`config.mk`:
```
export PLATFORM = sky130hd
export DESIGN_NAME = exp_minus_one_taylor_series
export DESIGN_NICKNAME = d
export VERILOG_FILES = /design/src/rtl/core/emo_pkg.sv /design/src/rtl/core/emo_div.sv /design/src/rtl/core/exp_minus_one_taylor_series.sv
export SDC_FILE = /design/constraint.sdc
export NUM_CORES = 2
export LEC_CHECK = 0
export BUFFER_PORTS_ARGS = -buffer_cell sky130_fd_sc_hd__buf_4
export CAP_MARGIN = 25
export CORE_AREA = 4 4 371 373
export DETAILED_ROUTE_END_ITERATION = 10
export DIE_AREA = 0 0 375 377
export GPL_TIMING_DRIVEN = 0
export PLACE_DENSITY = 0.85
export SLEW_MARGIN = 20
export SYNTH_ARGS = -nofsm -noshare
export SYNTH_HDL_FRONTEND = slang
export SYNTH_HIERARCHICAL = 1
export SYNTH_SLANG_ARGS = --single-unit
```
`constraint.sdc`:
```
create_clock -name clk -period 40.7 [get_ports clk]
set_clock_uncertainty 0.05 [all_clocks]
set_input_delay 6.105 -clock clk [delete_from_list [all_inputs] [get_ports clk]]
set_output_delay 6.105 -clock clk [all_outputs]
set_load 0.02 [all_outputs]
```
`src/rtl/core/emo_pkg.sv`:
```
// Shared widths, saturation limits and register indices of the e^x-1 core.
// No dependencies.
`timescale 1ns / 1ps

package emo_pkg;

  // Port field widths
  localparam int ARG_W   = 45;
  localparam int SUM_W   = 64;
  localparam int TOL_W   = 63;
  localparam int MAXT_W  = 8;
  localparam int CFG_W   = 63;
  localparam int CFGI_W  = 1;

  // Internal datapath widths
  localparam int MAG_W   = 45;
  localparam int HALF_W  = 32;
  localparam int PROD_W  = 128;

  // Configuration register indices
  localparam logic [CFGI_W-1:0] CFG_TOLERANCE = 1'b0;
  localparam logic [CFGI_W-1:0] CFG_MAX_TERMS = 1'b1;

  // Reset values of the registers
  localparam logic [TOL_W-1:0]  TOL_RESET  = TOL_W'(1099512);
  localparam logic [MAXT_W-1:0] MAXT_RESET = MAXT_W'(255);

  // Saturation limits of a 64-bit signed word
  localparam logic [SUM_W-1:0] SAT_MAX = {1'b0, {(SUM_W-1){1'b1}}};
  localparam logic [SUM_W-1:0] SAT_MIN = {1'b1, {(SUM_W-1){1'b0}}};

endpackage

```
`src/rtl/core/emo_div.sv`:
```
// Restoring bit-serial divider: one quotient bit per cycle.
// Depends on nothing; used by the e^x-1 top level.
`timescale 1ns / 1ps

module emo_div #(
  parameter int NUM_W = 45,
  parameter int DEN_W = 9
) (
  input  logic             clk,
  input  logic             rst,
  input  logic             start,
  input  logic [NUM_W-1:0] num,
  input  logic [DEN_W-1:0] den,
  output logic             done,
  output logic [NUM_W-1:0] quo
);

  localparam int CNT_W = $clog2(NUM_W + 1);

  logic             busy;
  logic [CNT_W-1:0] cnt;
  logic [DEN_W-1:0] rem;
  logic [DEN_W-1:0] den_q;
  logic [DEN_W:0]   trial;
  logic             ge;

  // Shift the next dividend bit into the partial remainder and compare
  assign trial = {rem, quo[NUM_W-1]};
  assign ge    = (trial >= {1'b0, den_q});

  // Sequence control
  always_ff @(posedge clk) begin
    if (rst) begin
      busy <= 1'b0;
      cnt  <= '0;
      done <= 1'b0;
    end else begin
      done <= 1'b0;
      if (start) begin
        busy <= 1'b1;
        cnt  <= CNT_W'(NUM_W);
      end else if (busy) begin
        cnt <= cnt - CNT_W'(1);
        if (cnt == CNT_W'(1)) begin
          busy <= 1'b0;
          done <= 1'b1;
        end
      end
    end
  end

  // Remainder and quotient registers
  always_ff @(posedge clk) begin
    if (start) begin
      rem   <= '0;
      quo   <= num;
      den_q <= den;
    end else if (busy) begin
      rem <= ge ? DEN_W'(trial - {1'b0, den_q}) : trial[DEN_W-1:0];
      quo <= {quo[NUM_W-2:0], ge};
    end
  end

endmodule

```
`src/rtl/core/exp_minus_one_taylor_series.sv`:
```
// Top level of the e^x-1 Taylor series core: sequencer, multiplier and sum.
// Depends on emo_pkg and emo_div.
//
//   channel  | signals                                   | direction
//   ---------+-------------------------------------------+----------
//   config   | cfg_we, cfg_index, cfg_data               | in
//   argument | in_valid, in_ready, arg_x                 | in
//   result   | out_valid, out_ready, series_sum,         | out
//            | terms_used, limit_hit                     |
//
// Each term passes the bit-serial divider (one quotient bit per cycle over
// the 45-bit magnitude), the 32x32 partial-product multiplier and the
// negate, saturate and accumulate steps. in_ready is high only while the
// sequencer is idle. A finished result waits in the output register while
// the next argument is taken; the sequencer returns to idle, but no new
// argument is taken while a finished word still waits to enter that register.
// Reset is synchronous and restores control, configuration and out_valid.
`timescale 1ns / 1ps

module exp_minus_one_taylor_series
  import emo_pkg::*;
#(
  parameter int MAX_TERM_LIMIT = 255,
  parameter int FRAC_BITS      = 40
) (
  input  logic                     clk,
  input  logic                     rst,
  input  logic                     cfg_we,
  input  logic [CFGI_W-1:0]        cfg_index,
  input  logic [CFG_W-1:0]         cfg_data,
  input  logic                     in_valid,
  output logic                     in_ready,
  input  logic signed [ARG_W-1:0]  arg_x,
  output logic                     out_valid,
  input  logic                     out_ready,
  output logic signed [SUM_W-1:0]  series_sum,
  output logic [MAXT_W-1:0]        terms_used,
  output logic                     limit_hit
);

  localparam int NW    = $clog2(MAX_TERM_LIMIT + 2);
  localparam int CMP_W = (NW > MAXT_W) ? NW : MAXT_W;
  localparam int TOP_W = PROD_W - FRAC_BITS - SUM_W + 1;

  typedef enum logic [5:0] {
    S_IDLE = 6'b000001,
    S_DIV  = 6'b000010,
    S_MUL  = 6'b000100,
    S_NEG  = 6'b001000,
    S_TERM = 6'b010000,
    S_SUM  = 6'b100000
  } state_t;

  state_t state;
  logic   in_fire;
  logic   done_pending;

  // Configuration registers
  logic [TOL_W-1:0]  tolerance;
  logic [MAXT_W-1:0] max_terms;

  // Item registers
  logic [MAG_W-1:0]  xm;
  logic              xneg;
  logic [SUM_W-1:0]  term;
  logic [SUM_W-1:0]  sum;
  logic [NW-1:0]     n;

  // Divider hookup
  logic              div_start;
  logic              div_done;
  logic [MAG_W-1:0]  div_quo;
  logic [NW-1:0]     div_den;

  // Multiplier registers
  logic [SUM_W-1:0]  ua;
  logic [MAG_W-1:0]  ub;
  logic              neg;
  logic [2:0]        mul_cnt;
  logic [1:0]        pp_lane;
  logic [2*HALF_W-1:0] pp;
  logic [PROD_W-1:0] acc;
  logic signed [PROD_W-1:0] prod;

  // Combinational helpers
  logic [MAG_W-1:0]  in_mag;
  logic [HALF_W-1:0] a_sel;
  logic [HALF_W-1:0] b_sel;
  logic [PROD_W-1:0] pp_ext;
  logic signed [TOP_W-1:0] prod_top;
  logic              term_ovf;
  logic [SUM_W-1:0]  term_new;
  logic [SUM_W-1:0]  sum_raw;
  logic [SUM_W-1:0]  sum_new;
  logic [SUM_W-1:0]  term_mag;
  logic [CMP_W-1:0]  n_ext;
  logic [CMP_W-1:0]  maxt_ext;
  logic              stop;

  assign in_ready = (state == S_IDLE) && !done_pending;
  assign in_fire  = in_valid && in_ready;

  // Configuration writes
  always_ff @(posedge clk) begin
    if (rst) begin
      tolerance <= TOL_RESET;
      max_terms <= MAXT_RESET;
    end else if (cfg_we) begin
      unique case (cfg_index)
        CFG_TOLERANCE: tolerance <= cfg_data;
        CFG_MAX_TERMS: max_terms <= cfg_data[MAXT_W-1:0];
        default: ;
      endcase
    end
  end

  // Magnitude of the incoming argument
  assign in_mag = arg_x[ARG_W-1] ? (MAG_W'(~arg_x) + MAG_W'(1)) : MAG_W'(arg_x);

  // Quotient |x|/(n+1) comes from the shared serial divider
  assign div_den = n + NW'(1);

  emo_div #(
    .NUM_W (MAG_W),
    .DEN_W (NW)
  ) u_div (
    .clk   (clk),
    .rst   (rst),
    .start (div_start),
    .num   (xm),
    .den   (div_den),
    .done  (div_done),
    .quo   (div_quo)
  );

  // Select the 32-bit halves for the current partial product
  assign a_sel = mul_cnt[1] ? ua[2*HALF_W-1:HALF_W] : ua[HALF_W-1:0];
  assign b_sel = mul_cnt[0] ? HALF_W'(ub[MAG_W-1:HALF_W]) : ub[HALF_W-1:0];

  // Align the registered partial product by its lane
  always_comb begin
    case (pp_lane)
      2'd0:    pp_ext = PROD_W'(pp);
      2'd3:    pp_ext = PROD_W'(pp) << (2 * HALF_W);
      default: pp_ext = PROD_W'(pp) << HALF_W;
    endcase
  end

  // Shift the product down and saturate to 64 bits
  assign prod_top = TOP_W'(prod >>> (FRAC_BITS + SUM_W - 1));
  assign term_ovf = (prod_top != '0) && (prod_top != '1);
  assign term_new = term_ovf ? (prod[PROD_W-1] ? SAT_MIN : SAT_MAX)
                             : prod[FRAC_BITS +: SUM_W];

  // Saturating running sum
  assign sum_raw = sum + term;
  assign sum_new = ((sum[SUM_W-1] == term[SUM_W-1]) &&
                    (sum_raw[SUM_W-1] != sum[SUM_W-1]))
                   ? (sum[SUM_W-1] ? SAT_MIN : SAT_MAX) : sum_raw;

  // Stop test on the new term and the index
  assign term_mag = term[SUM_W-1] ? (~term + SUM_W'(1)) : term;
  assign n_ext    = CMP_W'(n);
  assign maxt_ext = CMP_W'(max_terms);
  assign stop     = (term_mag < {1'b0, tolerance}) || (n_ext >= maxt_ext) ||
                    (n >= NW'(MAX_TERM_LIMIT));

  // Sequencer
  always_ff @(posedge clk) begin
    if (rst) begin
      state        <= S_IDLE;
      div_start    <= 1'b0;
      done_pending <= 1'b0;
      mul_cnt      <= '0;
    end else begin
      div_start <= 1'b0;
      if (done_pending && (!out_valid || out_ready)) begin
        done_pending <= 1'b0;
      end
      unique case (state)
        S_IDLE: begin
          if (in_fire) begin
            div_start <= 1'b1;
            state     <= S_DIV;
          end
        end
        S_DIV: begin
          if (div_done) begin
            mul_cnt <= '0;
            state   <= S_MUL;
          end
        end
        S_MUL: begin
          mul_cnt <= mul_cnt + 3'd1;
          if (mul_cnt == 3'd4) begin
            state <= S_NEG;
          end
        end
        S_NEG: begin
          state <= S_TERM;
        end
        S_TERM: begin
          state <= S_SUM;
        end
        S_SUM: begin
          if (stop) begin
            done_pending <= 1'b1;
            state        <= S_IDLE;
          end else begin
            div_start <= 1'b1;
            state     <= S_DIV;
          end
        end
        default: state <= S_IDLE;
      endcase
    end
  end

  // Datapath registers
  always_ff @(posedge clk) begin
    unique case (state)
      S_IDLE: begin
        if (in_fire) begin
          xm   <= in_mag;
          xneg <= arg_x[ARG_W-1];
          term <= SUM_W'(arg_x);
          sum  <= SUM_W'(arg_x);
          n    <= NW'(1);
        end
      end
      S_DIV: begin
        if (div_done) begin
          ua   <= term[SUM_W-1] ? (~term + SUM_W'(1)) : term;
          ub   <= div_quo;
          neg  <= term[SUM_W-1] ^ xneg;
          acc  <= '0;
        end
      end
      S_MUL: begin
        // Multiply one lane, add the previous lane's product
        if (mul_cnt != 3'd4) begin
          pp      <= a_sel * b_sel;
          pp_lane <= mul_cnt[1:0];
        end
        if (mul_cnt != 3'd0) begin
          acc <= acc + pp_ext;
        end
      end
      S_NEG: begin
        prod <= neg ? (~acc + PROD_W'(1)) : acc;
      end
      S_TERM: begin
        term <= term_new;
      end
      S_SUM: begin
        sum <= sum_new;
        if (!stop) begin
          n <= n + NW'(1);
        end
      end
      default: ;
    endcase
  end

  // Output register: load the finished word when free, drop it when taken
  always_ff @(posedge clk) begin
    if (rst) begin
      out_valid <= 1'b0;
    end else if (done_pending && (!out_valid || out_ready)) begin
      out_valid <= 1'b1;
    end else if (out_ready) begin
      out_valid <= 1'b0;
    end
  end

  always_ff @(posedge clk) begin
    if (done_pending && (!out_valid || out_ready)) begin
      series_sum <= sum;
      terms_used <= n_ext[MAXT_W-1:0];
      limit_hit  <= (n_ext == maxt_ext);
    end
  end

endmodule

```
==> metrics.yaml <==
outcome: "completed"
cts_resized: 0
rows: 135
hold_viol_final: 0
synth_seq_area_share_pct: 28.8
powerDensity_nw_per_um2: 25.3
fin_total_pwr_mw: 2.21
hp-class: "reg -> reg"
yosysMostFrequentCell: "inv_1"
post_cts_buffers: 0
max_slew_margin_pct: 18.7
area_growth_pct: 9.51
synth-edff-count: 702
ctsHoldBuffers: 0
clk_pin_slew_ns: 0.07
slowest_delay_ns: 0.83
critPathLaunchType: "flip-flop"
cts_tree: "yes"
cap_viol_max_count: 0
fin_area_sq_um: 87700
numPortBuffers: 186
stdcell_count: 10700
dpl.hpwl_um: 250000
grt_pass1_vias: 68100
synth-seq-cells: 802
synth_area_sq_um: 80100
grt_setup_unrepaired: "no"
crit_top_cell: "fa_1"
reg2reg_to: "pp[58]$_DFFE_PP_"
ys.flop_type: "edfxtp_1"
max_freq_ghz: 0.0849
cts_max_level: 3
setup_violations: 0
fin_nets: 10400
worstHoldPathCells: 0
yosysWarnings: 6
die_h_um: 377
cp.required_ns: 41.09
crit_slowest_cell: "mux2i_2"
coreArea_sq_um: 135000
worst_ep_arrival_time_ns: 12.17
pwr-share-clk_pct: 37.6
cts_sinks: 802
gp_congestion: 1.13
antenna_found_initial: 20
vias: 68300
syn_nets: 10000
crit_type: "reg -> reg"
post-route-period-util_pct: 28.9
crit_start: "mul_cnt[1]$_SDFFE_PP0P_"
cts_buffer_depth: 3
fillers: 10900
power.share.combinational_pct: 17.9
crit_path_end_kind: "flip-flop"
start_util_pct: 59.5
vias_per_cell: 6.40
async_flop_share_pct: 0
synth_commonest_cells: "1041 x inv_1, 965 x nand2_1, 964 x nor2_1, 899 x fa_1, 702 x edfxtp_1"
fin_ws_ns: 28.92
internal-power_mw: 1.57
place_inst: 10500
die_width_um: 375
placed_area_sq_um: 84600
overflow: 0
critPathMaxFanout: 10
die_area_sq_um: 141000
reg2reg_slack_ns: 28.92
dpl_worst_slack_ns: 28.83
setup_tns_ns: 0
avgSynthCellArea_sq_um: 9.45
synth_top_area_share_pct: 26.3
leakagePower_nw: 37.5
ys_types: 90
grt_use_total_pct: 43.4
min_from: "u_div/quo[32]$_DFFE_PP_"
firstDrtPassIters: 10
worstHoldEndpoint: "ub[32]$_DFFE_PP_"
min_period_ns: 11.78
ant_nets: 0
rr_startpoint: "mul_cnt[1]$_SDFFE_PP0P_"
drv_slew: 0
p_sw_share_pct: 29.3
layout-drive-gt1-share_pct: 6.47
p_sw_mw: 0.649
syn_inst: 8472
vdd_drop_max_uv: 36.1
synth_top_area_cell: "edfxtp_1"
ioPinCount: 189
p_seq_share_pct: 44.5
fin_util_pct: 65.1
avgRoutedWirePerCell_um: 28.9
clock-root-buffer: "clkbuf_16"
cts_inserted_buffers: 88
routed_wl_um: 308000
synth.area.top_cells: "edfxtp_1 26%, fa_1 22%, ha_1 8.5%, inv_1 4.9%, nand2_1 4.5%"
grt_pass1_wl_um: 447000
reg2reg_depth: 29
hold_ws_ns: 0.394
clk_latency_ns: 0.73
worst_pin_slew_ns: 1.22
initialDrtViolationCount: 8689
remaining_drc_errors: 0
grt_max_degree: 67
layout by cell type, fill, tap and decap left out, types with 37 or more instances in the layout:
cell	count
mux2_2	91
o21ai_0	389
buf_4	202
nand2_1	964
ha_1	542
o21bai_1	80
a21o_1	140
o21a_1	37
clkbuf_16	89
fa_1	899
inv_1	1037
a21oi_1	544
nor2_1	963
xnor2_1	347
nor4_1	39
or4_1	41
or3_1	44
nand4_1	104
nand3_1	71
and3_1	39
nand2b_1	39
dfxtp_1	100
o31ai_1	75
nor3_1	67
edfxtp_1	702
nor2b_1	57
xor2_1	100
a22o_1	63
a31oi_1	43
clkbuf_1	389
and2_1	91
registers in the layout, summed over array words and instances (netlist names), 2 cells and up:
| signal | flops |
|---|---|
| mul_cnt | 3 |
| u_div/den_q | 9 |
| state | 6 |
| tolerance | 63 |
| u_div/cnt | 6 |
| max_terms | 8 |
| u_div/rem | 9 |
| sum | 64 |
| term | 64 |
| pp_lane | 2 |
| ua | 64 |
| u_div/quo | 45 |
| prod | 88 |
| xm | 45 |
| ub | 45 |
| acc | 128 |
| terms_used | 8 |
| pp | 64 |
| series_sum | 64 |
| n | 9 |
cells by family after synthesis:
logic type | share of synthesized area [%]
muxes | 1.86
AOI/OAI and AO/OA | 12.3
xor gates and xnor gates | 4.89
buffers and inverters | 6.86
adders and majority gates | 30.9
DFF | 28.8
and+or+nand+nor | 14.3
cell type report:
type / count / area [sq um] / area share, %
antenna: 13 / 32.5 / 0.0371
buffer: 415 / 1600 / 1.82
clock buffer: 113 / 2360 / 2.70
clock inverter: 50 / 613 / 0.699
inverter: 1041 / 3910 / 4.46
multi-input combinational: 6214 / 51700 / 59.0
sequential: 802 / 23100 / 26.3
tap: 1781 / 2230 / 2.54
timing repair buffer: 234 / 2110 / 2.41
worst max-delay path by stage:
stage	to	slack, ns	cells past startpoint
floorplan	acc[0]$_SDFFCE_PN0P_	27.32	6
global placement	acc[16]$_SDFFCE_PN0P_	21.12	6
detailed placement	pp[63]$_DFFE_PP_	28.83	28
CTS	pp[63]$_DFFE_PP_	28.77	28
global route	pp[58]$_DFFE_PP_	28.75	29
finish	pp[58]$_DFFE_PP_	28.92	29
layer usage:
layer / routed length [um] / GRT usage [%] / up-vias
li1: - / - / 29000
met1: 109000 / 53.0 / 33300
met2: 129000 / 64.1 / 4582
met3: 41000 / 15.8 / 1281
met4: 27500 / 29.6 / 22
met5: 851 / 3.57 / -
critical path: cells and delay by family (launching register included):
family                     cells  cell delay [ns]
adders and majority gates      9             4.55
buffers and inverters          7             2.50
AOI/OAI and AO/OA              6             1.64
and+or+nand+nor                5             1.11
muxes                          1             0.83
DFF                            1             0.64
xor gates and xnor gates       1             0.16
power groups by stage:
stage	registers, mW	logic, mW	clock network [mW]
finish	0.986	0.396	0.832
global route	0.985	0.428	0.872
CTS	0.980	0.384	0.837
detailed placement	0.997	0.379	0
global placement	0.998	0.365	0
floorplan	0.974	0.265	0
No activity file was read; power rests on OpenSTA's default activity.
